$ cat config.mk
export PLATFORM = sky130hd
export DESIGN_NAME = msp_response_deframer_flat
export DESIGN_NICKNAME = d
export VERILOG_FILES = /design/src/rtl/msp_pkg.sv /design/src/rtl/msp_if.sv /design/src/rtl/msp_response_deframer.sv /design/src/rtl/msp_front.sv /design/src/rtl/msp_queue.sv /design/src/rtl/msp_back.sv /design/src/flat_wrapper.sv
export SDC_FILE = /design/constraint.sdc
export NUM_CORES = 1
export LEC_CHECK = 0
export ABC_AREA = 1
export BUFFER_PORTS_ARGS = -buffer_cell sky130_fd_sc_hd__buf_2
export CORE_MARGIN = 10
export CORE_UTILIZATION = 40
export DETAILED_ROUTE_END_ITERATION = 16
export GPL_TIMING_DRIVEN = 0
export PLACE_DENSITY = 0.63
export SLEW_MARGIN = 20
export SYNTH_ARGS = -nofsm -noshare
export SYNTH_HDL_FRONTEND = slang
export SYNTH_HIERARCHICAL = 1
export SYNTH_SLANG_ARGS = --single-unit
export TNS_END_PERCENT = 50
$ cat constraint.sdc
create_clock -name clk -period 3.36 [get_ports clk]
set_input_delay 0.336 -clock clk [delete_from_list [all_inputs] [get_ports clk]]
set_output_delay 0.336 -clock clk [all_outputs]
set_load 0.005 [all_outputs]
$ cat src/rtl/msp_pkg.sv
// Shared types and constants of the MSP response deframer.
package msp_pkg;

	localparam logic [7:0] SYNC_DOLLAR     = 8'h24;
	localparam logic [7:0] SYNC_M          = 8'h4D;
	localparam logic [7:0] DIRECTION_RESET = 8'h3E;

	localparam logic [1:0] STATUS_GOOD = 2'd0;
	localparam logic [1:0] STATUS_CSUM = 2'd1;
	localparam logic [1:0] STATUS_OVER = 2'd2;

	localparam logic REG_DIRECTION = 1'b0;

	typedef struct packed {
		logic [1:0] status;
		logic [7:0] command;
		logic [7:0] size;
	} frame_desc_t;

	typedef struct packed {
		logic       en;
		logic [5:0] addr;
		logic [7:0] data;
	} store_wr_t;

	typedef struct packed {
		logic store_busy;
		logic push;
	} front_status_t;

endpackage

$ cat src/rtl/msp_if.sv
// Channel interfaces: received byte beats and result beats.
interface msp_byte_if;
	logic       valid;
	logic       ready;
	logic [7:0] rx_byte;

	modport source (output valid, output rx_byte, input ready);
	modport sink (input valid, input rx_byte, output ready);
endinterface

interface msp_result_if;
	logic       valid;
	logic       ready;
	logic [1:0] status;
	logic [7:0] command;
	logic [7:0] payload_size;
	logic [5:0] byte_index;
	logic [7:0] payload_byte;
	logic       last;

	modport source (output valid, output status, output command, output payload_size,
		output byte_index, output payload_byte, output last, input ready);
	modport sink (input valid, input status, input command, input payload_size,
		input byte_index, input payload_byte, input last, output ready);
endinterface

$ cat src/rtl/msp_response_deframer.sv
// Top level of the MSP response deframer: parser, descriptor queue, replay, register.
//
// channel  dir  beat contents
// rx       in   rx_byte: one received serial byte
// res      out  status, command, payload_size, byte_index, payload_byte, last
// apb      in   direction_byte at address 0
//
// Header and payload bytes are taken one per cycle; the parser holds off a payload
// byte while the store still holds a good frame awaiting replay, and the checksum
// byte while the descriptor queue is full. Replay takes a descriptor in IDLE, reads
// each payload byte in LOAD and outputs it in SHOW; error and empty frames skip LOAD.
// Reset is asynchronous and clears control state only; the store needs no clearing.
// A stalled beat holds; the parser reads on behind it until queue full or store busy.
module msp_response_deframer import msp_pkg::*; #(
	parameter int PAYLOAD_DEPTH = 64
) (
	input  logic         clk,
	input  logic         arst_n,
	msp_byte_if.sink     rx,
	msp_result_if.source res,
	input  logic         psel,
	input  logic         penable,
	input  logic         pwrite,
	input  logic [2:0]   paddr,
	input  logic [31:0]  pwdata,
	output logic [31:0]  prdata,
	output logic         pready
);

	logic [7:0]    direction_q;
	logic          q_push;
	logic          q_not_full;
	logic          q_pop;
	logic          q_not_empty;
	frame_desc_t   push_desc;
	frame_desc_t   pop_desc;
	store_wr_t     wr;
	logic          replay_done;
	front_status_t front_stat;

	assign pready = 1'b1;
	assign prdata = (paddr[2] == REG_DIRECTION) ? {24'h000000, direction_q} : 32'h00000000;

	always_ff @(posedge clk or negedge arst_n) begin
		if (!arst_n) begin
			direction_q <= DIRECTION_RESET;
		end else if (psel && penable && pwrite && pready && (paddr[2] == REG_DIRECTION)) begin
			direction_q <= pwdata[7:0];
		end
	end

	msp_front #(.PAYLOAD_DEPTH(PAYLOAD_DEPTH)) u_front (
		.clk         (clk),
		.arst_n      (arst_n),
		.rx          (rx),
		.direction   (direction_q),
		.q_ready     (q_not_full),
		.q_push      (q_push),
		.q_desc      (push_desc),
		.wr          (wr),
		.replay_done (replay_done),
		.stat        (front_stat)
	);

	msp_queue u_queue (
		.clk       (clk),
		.arst_n    (arst_n),
		.push      (q_push),
		.push_desc (push_desc),
		.not_full  (q_not_full),
		.pop       (q_pop),
		.not_empty (q_not_empty),
		.pop_desc  (pop_desc)
	);

	msp_back #(.PAYLOAD_DEPTH(PAYLOAD_DEPTH)) u_back (
		.clk         (clk),
		.arst_n      (arst_n),
		.wr          (wr),
		.q_valid     (q_not_empty),
		.q_desc      (pop_desc),
		.q_pop       (q_pop),
		.res         (res),
		.replay_done (replay_done)
	);

	a_no_write_during_replay: assert property (@(posedge clk) disable iff (!arst_n)
		wr.en |-> !front_stat.store_busy)
		else $error("payload store written while a frame awaits replay");

	a_no_push_when_full: assert property (@(posedge clk) disable iff (!arst_n)
		front_stat.push |-> q_not_full)
		else $error("descriptor pushed into a full queue");

	a_release_after_replay: assert property (@(posedge clk) disable iff (!arst_n)
		replay_done |=> !front_stat.store_busy)
		else $error("store still held after its last replay beat");

endmodule

$ cat src/rtl/msp_front.sv
// Header hunter and frame parser: stores payload, queues one descriptor per frame.
module msp_front import msp_pkg::*; #(
	parameter int PAYLOAD_DEPTH = 64
) (
	input  logic          clk,
	input  logic          arst_n,
	msp_byte_if.sink      rx,
	input  logic [7:0]    direction,
	input  logic          q_ready,
	output logic          q_push,
	output frame_desc_t   q_desc,
	output store_wr_t     wr,
	input  logic          replay_done,
	output front_status_t stat
);

	localparam int AW = (PAYLOAD_DEPTH > 1) ? $clog2(PAYLOAD_DEPTH) : 1;
	localparam logic [7:0] DEPTH8 = 8'(PAYLOAD_DEPTH);

	typedef enum logic [2:0] {
		IDLE, GOT_DOLLAR, GOT_M, GOT_DIR, GOT_SIZE, PAYLOAD
	} state_t;

	state_t     state_q;
	logic [7:0] size_q;
	logic [7:0] command_q;
	logic [7:0] xor_q;
	logic [7:0] count_q;
	logic       busy_q;
	logic       accept;
	logic       at_end;
	logic [7:0] xor_next;

	assign at_end   = (count_q == size_q);
	assign xor_next = xor_q ^ rx.rx_byte;
	assign rx.ready = !((state_q == PAYLOAD) && (at_end ? !q_ready : busy_q));
	assign accept   = rx.valid && rx.ready;

	assign q_push = accept && (state_q == PAYLOAD) && at_end;

	always_comb begin
		q_desc.command = command_q;
		q_desc.size    = size_q;
		if (size_q > DEPTH8) begin
			q_desc.status = STATUS_OVER;
		end else if (xor_next != 8'h00) begin
			q_desc.status = STATUS_CSUM;
		end else begin
			q_desc.status = STATUS_GOOD;
		end
	end

	always_comb begin
		wr.en   = accept && (state_q == PAYLOAD) && !at_end && (count_q < DEPTH8);
		wr.addr = 6'(count_q[AW-1:0]);
		wr.data = rx.rx_byte;
	end

	assign stat.store_busy = busy_q;
	assign stat.push       = q_push;

	always_ff @(posedge clk or negedge arst_n) begin
		if (!arst_n) begin
			state_q   <= IDLE;
			size_q    <= 8'h00;
			command_q <= 8'h00;
			xor_q     <= 8'h00;
			count_q   <= 8'h00;
			busy_q    <= 1'b0;
		end else begin
			if (replay_done) begin
				busy_q <= 1'b0;
			end
			if (accept) begin
				case (state_q)
					GOT_DOLLAR: begin
						state_q <= (rx.rx_byte == SYNC_M) ? GOT_M : IDLE;
					end
					GOT_M: begin
						state_q <= (rx.rx_byte == direction) ? GOT_DIR : IDLE;
					end
					GOT_DIR: begin
						size_q  <= rx.rx_byte;
						xor_q   <= rx.rx_byte;
						state_q <= GOT_SIZE;
					end
					GOT_SIZE: begin
						command_q <= rx.rx_byte;
						xor_q     <= xor_next;
						count_q   <= 8'h00;
						state_q   <= PAYLOAD;
					end
					PAYLOAD: begin
						xor_q <= xor_next;
						if (at_end) begin
							if ((q_desc.status == STATUS_GOOD) && (size_q != 8'h00)) begin
								busy_q <= 1'b1;
							end
							state_q <= IDLE;
						end else begin
							count_q <= count_q + 8'd1;
						end
					end
					default: begin
						state_q <= (rx.rx_byte == SYNC_DOLLAR) ? GOT_DOLLAR : IDLE;
					end
				endcase
			end
		end
	end

endmodule

$ cat src/rtl/msp_queue.sv
// Two-entry descriptor queue between parser and replay.
module msp_queue import msp_pkg::*; (
	input  logic        clk,
	input  logic        arst_n,
	input  logic        push,
	input  frame_desc_t push_desc,
	output logic        not_full,
	input  logic        pop,
	output logic        not_empty,
	output frame_desc_t pop_desc
);

	frame_desc_t entry_q [2];
	logic        wptr_q;
	logic        rptr_q;
	logic [1:0]  count_q;
	logic        do_push;
	logic        do_pop;

	assign not_full  = (count_q != 2'd2);
	assign not_empty = (count_q != 2'd0);
	assign do_push   = push && not_full;
	assign do_pop    = pop && not_empty;
	assign pop_desc  = entry_q[rptr_q];

	always_ff @(posedge clk) begin
		if (do_push) begin
			entry_q[wptr_q] <= push_desc;
		end
	end

	always_ff @(posedge clk or negedge arst_n) begin
		if (!arst_n) begin
			wptr_q  <= 1'b0;
			rptr_q  <= 1'b0;
			count_q <= 2'd0;
		end else begin
			if (do_push) begin
				wptr_q <= !wptr_q;
			end
			if (do_pop) begin
				rptr_q <= !rptr_q;
			end
			case ({do_push, do_pop})
				2'b10:   count_q <= count_q + 2'd1;
				2'b01:   count_q <= count_q - 2'd1;
				default: count_q <= count_q;
			endcase
		end
	end

endmodule

$ cat src/rtl/msp_back.sv
// Payload store and replay: turns each descriptor into its run of result beats.
module msp_back import msp_pkg::*; #(
	parameter int PAYLOAD_DEPTH = 64
) (
	input  logic          clk,
	input  logic          arst_n,
	input  store_wr_t     wr,
	input  logic          q_valid,
	input  frame_desc_t   q_desc,
	output logic          q_pop,
	msp_result_if.source  res,
	output logic          replay_done
);

	localparam int AW = (PAYLOAD_DEPTH > 1) ? $clog2(PAYLOAD_DEPTH) : 1;

	typedef enum logic [1:0] {
		IDLE, LOAD, SHOW
	} state_t;

	logic [7:0]  mem [PAYLOAD_DEPTH];
	logic [7:0]  rd_data_q;
	state_t      state_q;
	frame_desc_t desc_q;
	logic        replay_q;
	logic [5:0]  idx_q;
	logic        last_c;
	logic        beat;

	always_ff @(posedge clk) begin
		if (wr.en) begin
			mem[wr.addr[AW-1:0]] <= wr.data;
		end
		rd_data_q <= mem[idx_q[AW-1:0]];
	end

	assign last_c = replay_q ? (({2'b00, idx_q} + 8'd1) == desc_q.size) : 1'b1;
	assign q_pop  = (state_q == IDLE) && q_valid;
	assign beat   = res.valid && res.ready;

	assign res.valid        = (state_q == SHOW);
	assign res.status       = desc_q.status;
	assign res.command      = desc_q.command;
	assign res.payload_size = desc_q.size;
	assign res.byte_index   = idx_q;
	assign res.payload_byte = replay_q ? rd_data_q : 8'h00;
	assign res.last         = last_c;
	assign replay_done      = beat && last_c && replay_q;

	always_ff @(posedge clk or negedge arst_n) begin
		if (!arst_n) begin
			state_q  <= IDLE;
			desc_q   <= '0;
			replay_q <= 1'b0;
			idx_q    <= 6'd0;
		end else begin
			case (state_q)
				IDLE: begin
					if (q_valid) begin
						desc_q   <= q_desc;
						idx_q    <= 6'd0;
						replay_q <= (q_desc.status == STATUS_GOOD) && (q_desc.size != 8'h00);
						if ((q_desc.status == STATUS_GOOD) && (q_desc.size != 8'h00)) begin
							state_q <= LOAD;
						end else begin
							state_q <= SHOW;
						end
					end
				end
				LOAD: begin
					state_q <= SHOW;
				end
				SHOW: begin
					if (beat) begin
						if (last_c) begin
							state_q <= IDLE;
						end else begin
							idx_q   <= idx_q + 6'd1;
							state_q <= LOAD;
						end
					end
				end
				default: begin
					state_q <= IDLE;
				end
			endcase
		end
	end

endmodule

$ cat src/flat_wrapper.sv
// flat-port wrapper written by rule: the top's interface ports become plain ports
module msp_response_deframer_flat import msp_pkg::*;
#(
	parameter int PAYLOAD_DEPTH = 64
)
  (clk, arst_n, psel, penable, pwrite, paddr, pwdata, prdata, pready, rx_valid, rx_rx_byte, rx_ready, res_valid, res_status, res_command, res_payload_size, res_byte_index, res_payload_byte, res_last, res_ready);
  msp_byte_if rx_i ();
  msp_result_if res_i ();
  input  logic clk;
  input  logic arst_n;
  input  logic psel;
  input  logic penable;
  input  logic pwrite;
  input  logic [2:0] paddr;
  input  logic [31:0] pwdata;
  output logic [31:0] prdata;
  output logic pready;
  input wire logic [$bits(rx_i.valid)-1:0] rx_valid;
  input wire logic [$bits(rx_i.rx_byte)-1:0] rx_rx_byte;
  output wire logic [$bits(rx_i.ready)-1:0] rx_ready;
  output wire logic [$bits(res_i.valid)-1:0] res_valid;
  output wire logic [$bits(res_i.status)-1:0] res_status;
  output wire logic [$bits(res_i.command)-1:0] res_command;
  output wire logic [$bits(res_i.payload_size)-1:0] res_payload_size;
  output wire logic [$bits(res_i.byte_index)-1:0] res_byte_index;
  output wire logic [$bits(res_i.payload_byte)-1:0] res_payload_byte;
  output wire logic [$bits(res_i.last)-1:0] res_last;
  input wire logic [$bits(res_i.ready)-1:0] res_ready;
  assign rx_i.valid = rx_valid;
  assign rx_i.rx_byte = rx_rx_byte;
  assign rx_ready = rx_i.ready;
  assign res_valid = res_i.valid;
  assign res_status = res_i.status;
  assign res_command = res_i.command;
  assign res_payload_size = res_i.payload_size;
  assign res_byte_index = res_i.byte_index;
  assign res_payload_byte = res_i.payload_byte;
  assign res_last = res_i.last;
  assign res_i.ready = res_ready;
  msp_response_deframer #(.PAYLOAD_DEPTH(PAYLOAD_DEPTH)) u_core (.clk(clk), .arst_n(arst_n), .rx(rx_i), .res(res_i), .psel(psel), .penable(penable), .pwrite(pwrite), .paddr(paddr), .pwdata(pwdata), .prdata(prdata), .pready(pready));
endmodule
==> results of run 1 <==
-- critical path, cell delays in order (launching register included) --
cell,delay [ns]
dfrtp_1,0.53
xnor2_2,0.15
nand2_1,0.11
nor2_2,0.15
nand3_2,0.12
nand2_1,0.09
nand3_1,0.10
nor3_1,0.28
clkbuf_2,0.27
nand4_1,0.13
buf_4,0.26
nor2_1,0.63
-- per-stage QoR --
stage / instances / area (um^2) / hold slack, ns / util / setup TNS [ns]
detailed placement: 3363 / 28300 / 0.334 / 0.430 / -135.97
CTS: 3495 / 30700 / 0.0123 / 0.465 / -36.29
finish: 3506 / 30900 / 0.0457 / 0.468 / 0
floorplan: 2428 / 26800 / 0.0404 / - / 0
global placement: 3355 / 28200 / 0.458 / 0.428 / -150.69
global route: 3506 / 30900 / 0.0396 / 0.468 / -0.362
-- registers in the layout, summed over array words and instances, names as in the netlist --
register and flops:
u_core/u_front/busy_q 1, u_core/u_queue/entry_q 36, u_core/u_back/res.command 8, u_core/direction_q 8
u_core/u_back/res.status 2, u_core/u_front/size_q 8, u_core/u_back/replay_q 1, u_core/u_queue/rptr_q 1
u_core/u_front/state_q 3, u_core/u_queue/wptr_q 1, u_core/u_front/command_q 8, u_core/u_front/xor_q 8
u_core/u_back/mem 512, u_core/u_front/count_q 8, u_core/u_back/state_q 2, u_core/u_back/res.byte_index 6
u_core/u_back/rd_data_q 8, u_core/u_queue/count_q 2, u_core/u_back/res.payload_size 8
-- what timing repair did --
item / 4_1_cts / 5_1_grt
endpoints found under the setup margin: 487 / 276
buffers inserted: 8 / 11
pin swaps: 2 / 3
hold buffers: 10 / 0
hold endpoints to repair: 43 / 0
gates resized for setup: 35 / 21
-- layout make-up --
class                           count  area share
Sequential cell                   631       0.599
Multi-Input combinational cell   1549       0.236
Clock buffer                       79      0.0571
Tap cell                          864      0.0350
Buffer                            161      0.0308
Timing Repair Buffer              100      0.0203
Clock inverter                     35      0.0111
Inverter                           87      0.0107
-- routing by layer --
| layer | share of wire | up-vias | track usage | wire, um |
|---|---|---|---|---|
| met2 | 0.47 | 826 | 0.302 | 34600 |
| met3 | 0.089 | 168 | 0.0417 | 6510 |
| li1 | - | 8672 | - | - |
| met5 | 0 | - | 0 | 0 |
| met4 | 0.036 | 0 | 0.0673 | 2650 |
| met1 | 0.40 | 9005 | 0.238 | 29700 |
-- worst paths after layout --
kind | start | to | slack, ns | depth (start not counted)
min reg2reg | u_core/u_back/res.command[0]$_DFFE_PN0P_ | u_core/u_back/res.command[0]$_DFFE_PN0P_ | 0.48 | 2
min in group asynchronous | arst_n | u_core/u_back/res.command[4]$_DFFE_PN0P_ | 0.24 | 2
max in group asynchronous | arst_n | u_core/direction_q[2]$_DFFE_PN1P_ | 2.48 | 3
max reg2reg | u_core/u_front/size_q[6]$_DFFE_PN0P_ | u_core/u_back/mem[63][2]$_DFFE_PP_ | 0.15 | 11
min | paddr[2] | u_core/direction_q[4]$_DFFE_PN1P_ | 0.05 | 4
max | u_core/u_front/size_q[6]$_DFFE_PN0P_ | u_core/u_back/mem[63][2]$_DFFE_PP_ | 0.15 | 11
-- where the power goes --
group | switching (uW) | internal [uW]
registers | 22.2 | 8540
logic | 278 | 114
clock network | 2930 | 4270
-- placed cells by master, fill, tap and decap left out, drive strengths merged, types with 3 or more instances in the layout --
master and n:
dfrtp 70, o22ai 66, a211oi 21, nand2 726, nor3 34, bufinv 7
conb 25, dlygate4sd3 10, ha 3, xnor2 18, nand3 69, o21ai 178
nor4 10, dfstp 5, dfxtp 8, inv 87, nor2 236, edfxtp 548
nand4 36, a31oi 5, mux2i 8, clkbuf 120, buf 210, clkinv 27
a21oi 106
==> key figures, run 1 <==
Clock tree
  • CTS Root Cell: clkbuf_16
  • CTS tree: built
  • Clock sinks: 631
  • Clk slew on worst S/H paths: 0.06 ns
  • CTS Buf Count: 66
  • H-tree Lvls: 3
  • Clock buffer depth: 3
  • Clk_lat worst skew: 0.60 ns

Pwr
  • PwrDens: 523 mW/mm^2
  • VDD IR max: 360 uV
  • Total power: 16200 uW
  • Lkg Pwr: 0.0118 uW

Layout
  • Antenna diode count: 0
  • Register Area: 0.0185 mm^2
  • Layout cells sized above 1: 0.151
  • Nets: 2649
  • Area Overhead vs Synth: 15.5%
  • Filler Cell Count: 5897
  • Multi-input logic area: 0.00729 mm^2

Route
  • DR pass1 iterations: 5
  • DRC errors left: 0
  • Final WL: 73.5 mm
  • Antenna-violating nets left: 0
  • Routed via count: 18700
  • Routed length per instance: 21.0 um
  • DRT iter0 DRCs: 1849
  • Vias per inst: 5.33

Global route
  • First-pass GRT wire length: 110 mm
  • Vias in the first global route: 18100
  • Grt total ovfl: 0
  • Total GRT Usage: 0.185
  • Antenna violations before repair: 0
  • Largest net degree at the start of global routing: 65

Floorplan
  • Total core area: 0.0660 mm^2
  • Initial Utilization: 0.405
  • Die Area: 0.0776 mm^2
  • Die Span X: 279 um
  • Std cell rows: 94
  • Die H: 279 um
  • Num ports: 118

Placed design
  • Pre-CTS WS: -0.465 ns
  • Final HPWL DP: 50.1 mm
  • IO Port Bufs: 63
  • RD Place Congestion: 0.897

Timing
  • Final hold vios: 0
  • Setup violators final: 0
  • Setup ws final: 0.146 ns
  • Max_slew headroom: 0.315
  • Peak Freq: 311 MHz
  • Clock Skew: 0.0225 ns
  • Crit share post-route: 0.957
  • Pins Over Slew Limit: 0
  • Worst slew pin tran: 1.03 ns
  • Clock period minus worst slack: 3.21 ns

Min path
  • Worst Hold Class: input pin to register

Worst setup path
  • Critical path arrival: 3.43 ns
  • Maximum fanout count along the critical path: 9
  • Critical Path RT: 3.58 ns
  • Crit path kind: register to register
  • CP Launch Type: register
  • CP endpoint kind: register

Logic synthesis
  • Syn Inst Count: 2405
  • Yosys warnings: 6
  • Mapped Area: 0.0267 mm^2
  • Syn_area_per_cell: 11.1 um^2

Flow run
  • MaxCap Viol Count: 0

Status
  • Status: finished, final reports clean
Power figures use the tool's default switching activity.
==> run 2: changes to the inputs <==
- CELL_PAD_IN_SITES_DETAIL_PLACEMENT: not set -> 2
- CELL_PAD_IN_SITES_GLOBAL_PLACEMENT: not set -> 2
- HOLD_SLACK_MARGIN: not set -> 0.03
- PLACE_DENSITY: 0.63 -> 0.84
==> run 2 against run 1 <==
  * The flow now finishes with violations (setup timing)
  * Final cell count is 0.54% higher
  * Total power grew 5.2%
  * First-iteration DRC count increased by 27%
  * Wire length rose by 49%
  * Register-to-register slack worse by 0.23 ns
  * Non-clock buffer count up 7
  * Via count rose by 12%
  * Cell area is 1.2% higher
  * Critical path depth is 2 higher
  * Critical path type unchanged
  * Largest power group unchanged
==> key figures, run 2 (same netlist as run 1, synthesis figures left out) <==
Route
  • DRT iter0 DRCs: 2341 (was 1849)
  • Routed via count: 21000 (was 18700)
  • DR pass1 iterations: 6 (was 5)
  • Routed length per instance: 31.1 um (was 21.0 um)
  • Vias per inst: 5.95 (was 5.33)
  • Final WL: 110 mm (was 73.5 mm)
  • Antenna-violating nets left: 0 (unchanged)
  • DRC errors left: 0 (unchanged)

Placed design
  • RD Place Congestion: 0.878 (was 0.897)
  • IO Port Bufs: 63 (unchanged)
  • Cell Area, Placed: 0.0284 mm^2 (was 0.0283 mm^2)
  • Final HPWL DP: 68.7 mm (was 50.1 mm)

Clock tree
  • Clock sinks: 631 (unchanged)
  • H-tree Lvls: 3 (unchanged)
  • Clock buffer depth: 3 (unchanged)
  • Clk_lat worst skew: 0.64 ns (was 0.60 ns)
  • CTS tree: built (unchanged)
  • CTS Buf Count: 71 (was 66)
  • CTS Root Cell: clkbuf_16 (unchanged)
  • Clk slew on worst S/H paths: 0.07 ns (was 0.06 ns)

Global route
  • M1 GR Usage: 0.317 (was 0.238)
  • First-pass GRT wire length: 157 mm (was 110 mm)
  • Grt total ovfl: 0 (unchanged)
  • GRT Max-Usage Layer: met2 (unchanged)
  • Largest net degree at the start of global routing: 65 (unchanged)
  • Met3 global-route usage: 0.0442 (was 0.0417)
  • Total GRT Usage: 0.270 (was 0.185)
  • Vias in the first global route: 22600 (was 18100)
  • GR Util met2: 0.479 (was 0.302)
  • Antenna violations before repair: 1 (was 0)

Timing
  • Peak Freq: 290 MHz (was 311 MHz)
  • Hold Slack: 0.0349 ns (was 0.0457 ns)
  • RSZ-0062 raised after global routing: yes
  • Worst slew pin tran: 1.06 ns (was 1.03 ns)
  • Clock Skew: 0.0472 ns (was 0.0225 ns)
  • Crit share post-route: 1.02 (was 0.957)
  • Max_slew headroom: 0.293 (was 0.315)
  • Setup violators final: 42 (was 0)
  • Clock period minus worst slack: 3.44 ns (was 3.21 ns)
  • Setup ws final: -0.0834 ns (was 0.146 ns)
  • Final hold vios: 0 (unchanged)
  • Pins Over Slew Limit: 0 (unchanged)

Worst setup path
  • Maximum fanout count along the critical path: 9 (unchanged)
  • CP Launch Type: register (unchanged)
  • Critical Path RT: 3.61 ns (was 3.58 ns)
  • CP endpoint kind: register (unchanged)
  • Critical path arrival: 3.69 ns (was 3.43 ns)
  • Crit path kind: register to register (unchanged)

Min path
  • Worst Hold Class: input pin to register (unchanged)

Layout
  • Area Overhead vs Synth: 16.8% (was 15.5%)
  • Filler Cell Count: 6586 (was 5897)
  • Fin area: 0.0312 mm^2 (was 0.0309 mm^2)
  • Commonest non-fill, non-tap cell in the layout: nand2_1 (unchanged)
  • Commonest cells after routing, fill and taps aside: 709 x nand2_1, 548 x edfxtp_1, 169 x nor2_1, 158 x o21ai_0, 121 x buf_2 (was 709 x nand2_1, 548 x edfxtp_1, 180 x nor2_1, 158 x o21ai_0, 122 x buf_2)
  • Multi-input logic area: 0.00741 mm^2 (was 0.00729 mm^2)
  • Antenna diode count: 0 (unchanged)
  • Nets: 2661 (was 2649)
  • Layout cells sized above 1: 0.159 (was 0.151)
  • Register Area: 0.0185 mm^2 (unchanged)
  • Max reg flops: 512 (unchanged)

Pwr
  • Lkg Pwr: 0.0119 uW (was 0.0118 uW)
  • VDD IR max: 342 uV (was 360 uV)
  • PwrDens: 544 mW/mm^2 (was 523 mW/mm^2)

Flow run
  • MaxCap Viol Count: 0 (unchanged)

Floorplan
  • Die H: 279 um (unchanged)
  • Std cell rows: 94 (unchanged)
  • Initial Utilization: 0.405 (unchanged)
  • Total core area: 0.0660 mm^2 (unchanged)
  • Num ports: 118 (unchanged)
  • Die Span X: 279 um (unchanged)
  • Die Area: 0.0776 mm^2 (unchanged)

Status
  • Failing checks: setup timing
  • Status: complete, but fails checks (was finished, final reports clean)
## run 2: changes by cell type in the layout (fill, tap and decap cells not counted), moves of 2 or more
cell	delta
clkbuf_1	+10
inv_6	+2
buf_4	+8
clkinv_1	-6
clkbuf_8	+4
nor4_2	-2
clkbuf_16	+4
nor2_1	-11
nor2_2	-5
nor2_4	+16
nor4_4	+2
## run 2: timing repair
item                                    in CTS  in global routing
endpoints found under the hold margin       39                  0
hold buffers                                11                  0
gates resized for setup                     63                 23
setup buffers                               17                  7
endpoints found under the setup margin     512                502
pin swaps                                    4                  3
## run 2: per-layer routing
metal | share of wire | routed length (um)
met4 | 0.047 | 5190
met5 | 0.000082 | 9
met3 | 0.068 | 7480
met1 | 0.37 | 40900
met2 | 0.51 | 56200
## run 2: critical path, stage by stage (launching register included)
cell and delay (ns):
dfrtp_1 0.43, buf_6 0.16, xnor2_2 0.19, nand2_1 0.17
nor2_2 0.22, nand3_2 0.14, nand2_1 0.12, nand3_1 0.11
nor3_1 0.22, buf_2 0.30, nand4_1 0.16, buf_4 0.28
buf_4 0.16, nor2_2 0.37
## run 2: through the flow
step                power [uW]  utilization  cells  setup slack [ns]  TNS, ns
floorplan                 8940            -   2428             0.390        0
detailed placement        9150        0.430   3364            -0.807  -305.97
CTS                      17000        0.471   3518            -0.677   -27.33
global placement          9110        0.428   3355            -0.987  -211.91
finish                   17000        0.474   3525           -0.0834    -1.64
global route             17400        0.474   3525           -0.0520   -0.587
## run 2: worst paths after layout
kind | from | end | slack, ns | cells after the start
min in group asynchronous | arst_n | u_core/u_front/count_q[6]$_DFFE_PN0P_ | 0.24 | 2
max in group asynchronous | arst_n | u_core/direction_q[3]$_DFFE_PN1P_ | 2.40 | 3
min reg2reg | u_core/u_front/command_q[4]$_DFFE_PN0P_ | u_core/u_queue/entry_q[0][12]$_DFFE_PP_ | 0.49 | 0
max reg2reg | u_core/u_front/count_q[6]$_DFFE_PN0P_ | u_core/u_back/mem[2][3]$_DFFE_PP_ | -0.08 | 13
min | paddr[2] | u_core/direction_q[4]$_DFFE_PN1P_ | 0.03 | 4
max | u_core/u_front/count_q[6]$_DFFE_PN0P_ | u_core/u_back/mem[2][3]$_DFFE_PP_ | -0.08 | 13
## run 2: power by group
| group | switching [uW] | internal, uW |
|---|---|---|
| clock network | 3360 | 4620 |
| registers | 28.2 | 8540 |
| logic | 338 | 115 |
## run 2: area by class of cell
type / instances / share of cell area
buffer: 161 / 0.0304
clock buffer: 97 / 0.0626
clock inverter: 29 / 0.0103
inverter: 87 / 0.0105
multi-input combinational: 1549 / 0.237
sequential: 631 / 0.592
tap: 864 / 0.0346
timing repair buffer: 107 / 0.0222
==> run 3: changes to the inputs <==
- PLACE_DENSITY: 0.84 -> 0.83
- SYNTH_HIERARCHICAL: 1 -> not set
==> run 3 against run 2 <==
  * The flow now finishes without violations
  * Register-to-register slack better by 0.19 ns
  * Global-route usage is 0.86 points lower
  * Non-clock buffer count is 31 lower
  * Worst setup slack better by 0.19 ns
  * Largest cell class unchanged
==> key figures, run 3 <==
Layout
  • Layout cells sized above 1: 0.135 (was 0.159)
  • Area Overhead vs Synth: 15.5% (was 16.8%)
  • Commonest non-fill, non-tap cell in the layout: edfxtp_1 (was nand2_1)
  • Commonest cells after routing, fill and taps aside: 548 x edfxtp_1, 358 x nor2_1, 350 x nand2_1, 290 x o21ai_0, 119 x o22ai_1 (was 709 x nand2_1, 548 x edfxtp_1, 169 x nor2_1, 158 x o21ai_0, 121 x buf_2)
  • Filler Cell Count: 6424 (was 6586)
  • Antenna diode count: 0 (unchanged)
  • Max reg flops: 512 (unchanged)
  • Register Area: 0.0185 mm^2 (unchanged)
  • Non-filler cells, final: 3352 (was 3525)
  • Nets: 2496 (was 2661)
  • Multi-input logic area: 0.00692 mm^2 (was 0.00741 mm^2)

Global route
  • Grt total ovfl: 0 (unchanged)
  • Antenna violations before repair: 0 (was 1)
  • Vias in the first global route: 22000 (was 22600)
  • Largest net degree at the start of global routing: 69 (was 65)
  • Total GRT Usage: 0.262 (was 0.270)
  • First-pass GRT wire length: 151 mm (was 157 mm)

Clock tree
  • Clk_lat worst skew: 0.64 ns (about the same)
  • CTS tree: built (unchanged)
  • CTS Root Cell: clkbuf_16 (unchanged)
  • Clock sinks: 631 (unchanged)
  • Clock buffer depth: 3 (unchanged)
  • Post-CTS setup buffer count: 0 (was 17)
  • Clk slew on worst S/H paths: 0.06 ns (was 0.07 ns)
  • CTS Buf Count: 70 (was 71)
  • H-tree Lvls: 3 (unchanged)

Worst setup path
  • Critical Path RT: 3.59 ns (was 3.61 ns)
  • CP Launch Type: register (unchanged)
  • Worst R2R Setup Slack: 0.11 ns (was -0.08 ns)
  • Critical path arrival: 3.48 ns (was 3.69 ns)
  • CP endpoint kind: register (unchanged)
  • Maximum fanout count along the critical path: 8 (was 9)
  • Crit path kind: register to register (unchanged)

Timing
  • Max_slew headroom: 0.255 (was 0.293)
  • Clock period minus worst slack: 3.25 ns (was 3.44 ns)
  • Final hold vios: 0 (unchanged)
  • Peak Freq: 308 MHz (was 290 MHz)
  • Hold Slack: 0.0617 ns (was 0.0349 ns)
  • Setup violators final: 0 (was 42)
  • Crit share post-route: 0.968 (was 1.02)
  • Setup ws final: 0.109 ns (was -0.0834 ns)
  • RSZ-0062 raised after global routing: no (was yes)
  • Clock Skew: 0.0318 ns (was 0.0472 ns)
  • Worst slew pin tran: 1.11 ns (was 1.06 ns)
  • Pins Over Slew Limit: 0 (unchanged)

Logic synthesis
  • Sequential fraction of the synthesis area: 0.704
  • Synth Register Bits: 631
  • Mapped Area: 0.0263 mm^2 (was 0.0267 mm^2)
  • Netlist cell types: 48
  • Top FF cell, synth: edfxtp_1
  • Yosys warnings: 0 (was 6)
  • Count leader, synth: edfxtp_1
  • Area leader, netlist: edfxtp_1
  • Most instantiated cells after synthesis: 548 x edfxtp_1, 367 x nor2_1, 350 x nand2_1
  • Asr flop ratio synth: 0.119
  • Number of synthesized flops with an enable pin: 548
  • Dominant cells by area after synthesis: edfxtp_1 63%, dfrtp_1 6.7%, o21ai_0 5.5%
  • Post-synth top area share: 0.626
  • Syn Inst Count: 2261 (was 2405)
  • Syn_area_per_cell: 11.6 um^2 (was 11.1 um^2)

Floorplan
  • Die Area: 0.0764 mm^2 (was 0.0776 mm^2)
  • Num ports: 118 (unchanged)
  • Total core area: 0.0647 mm^2 (was 0.0660 mm^2)
  • Std cell rows: 93 (was 94)
  • Initial Utilization: 0.406 (was 0.405)
  • Die H: 276 um (was 279 um)
  • Die Span X: 276 um (was 279 um)

Status
  • Status: finished, final reports clean (was complete, but fails checks)

Route
  • Vias per inst: 5.96 (was 5.95)
  • DR pass1 iterations: 5 (was 6)
  • DRT iter0 DRCs: 2310 (was 2341)
  • Antenna-violating nets left: 0 (unchanged)
  • Routed length per instance: 30.7 um (was 31.1 um)
  • Routed via count: 20000 (was 21000)
  • Final WL: 103 mm (was 110 mm)
  • DRC errors left: 0 (unchanged)

Min path
  • Worst Hold Class: input pin to register (unchanged)

Placed design
  • DP Cell Count: 3216 (was 3364)
  • Pre-CTS WS: 0.136 ns (was -0.807 ns)
  • IO Port Bufs: 65 (was 63)
  • Final HPWL DP: 68.8 mm (was 68.7 mm)
  • RD Place Congestion: 0.883 (was 0.878)

Pwr
  • VDD IR max: 442 uV (was 342 uV)
  • Total power: 23200 uW (was 17000 uW)
  • Lkg Pwr: 0.0109 uW (was 0.0119 uW)
  • PwrDens: 763 mW/mm^2 (was 544 mW/mm^2)

Flow run
  • MaxCap Viol Count: 0 (unchanged)
run 3: where the power goes:
part / internal (uW) / switching, uW / leakage, uW
Combinational: 1590 / 4770 / 0.00393
Clock: 4180 / 3380 / 0.00108
Sequential: 8920 / 301 / 0.00592
run 3: cell families after synthesis:
family / Yosys count / share of synthesized area
DFF: 631 / 0.704
AOI/OAI and AO/OA: 524 / 0.110
adders and majority gates: 4 / 0.00190
xor gates and xnor gates: 28 / 0.00933
and+or+nand+nor: 839 / 0.132
other: 2 / 0.000286
buffers and inverters: 228 / 0.0406
muxes: 5 / 0.00190
run 3: final timing paths:
kind	startpoint	endpoint	cells after the start
worst max-delay path	u_core.u_front.count_q[0]$_DFFE_PN0P_	u_core.u_back.mem[61][4]$_DFFE_PP_	12
worst min-delay path	res_ready	u_core.u_back.state_q[1]$_DFFE_PN0P_	4
worst max register to register	u_core.u_front.count_q[0]$_DFFE_PN0P_	u_core.u_back.mem[61][4]$_DFFE_PP_	12
worst min register to register	u_core.u_front.command_q[3]$_DFFE_PN0P_	u_core.u_queue.entry_q[1][11]$_DFFE_PP_	0
max in group asynchronous	arst_n	u_core.direction_q[5]$_DFFE_PN1P_	3
min in group asynchronous	arst_n	u_core.u_back.replay_q$_DFFE_PN0P_	2
run 3: area by class of cell:
cell class                      instances  share of cell area
Clock buffer                           92              0.0627
Timing Repair Buffer                   86              0.0202
Inverter                               77             0.00981
Tap cell                              855              0.0352
Multi-Input combinational cell       1425               0.228
Sequential cell                       631               0.610
Buffer                                151              0.0254
Clock inverter                         35             0.00903
run 3: per-layer routing:
| metal | vias to the layer above | wire length [um] | global-route usage |
|---|---|---|---|
| li1 | 8349 | - | - |
| met1 | 10400 | 39900 | 0.315 |
| met2 | 908 | 50900 | 0.446 |
| met3 | 293 | 6390 | 0.0424 |
| met4 | 0 | 5650 | 0.137 |
| met5 | - | 0 | 0 |
run 3: per-stage QoR:
| step | setup TNS, ns | util | cell area [um^2] |
|---|---|---|---|
| after floorplan | 0 | - | 26400 |
| after global placement | -1.40 | 0.429 | 27800 |
| after detailed placement | 0 | 0.434 | 28100 |
| after CTS | 0 | 0.469 | 30300 |
| after global routing | 0 | 0.469 | 30300 |
| final | 0 | 0.469 | 30300 |
run 3: timing repair:
item                                   CTS  global route
hold buffers                             9             0
gates resized for setup                  0             6
endpoints found under the hold margin   67             0
setup endpoints to repair                0            43
run 3: critical path: stages (launching register included):
cell	delay, ns
dfrtp_1	0.40
buf_6	0.16
inv_6	0.09
nand2_2	0.06
nand2_1	0.08
nand2_1	0.13
nor2_2	0.15
nand3_2	0.13
nand3_4	0.15
nand3_4	0.15
nor2_8	0.22
nand3_4	0.25
nor2_1	0.89
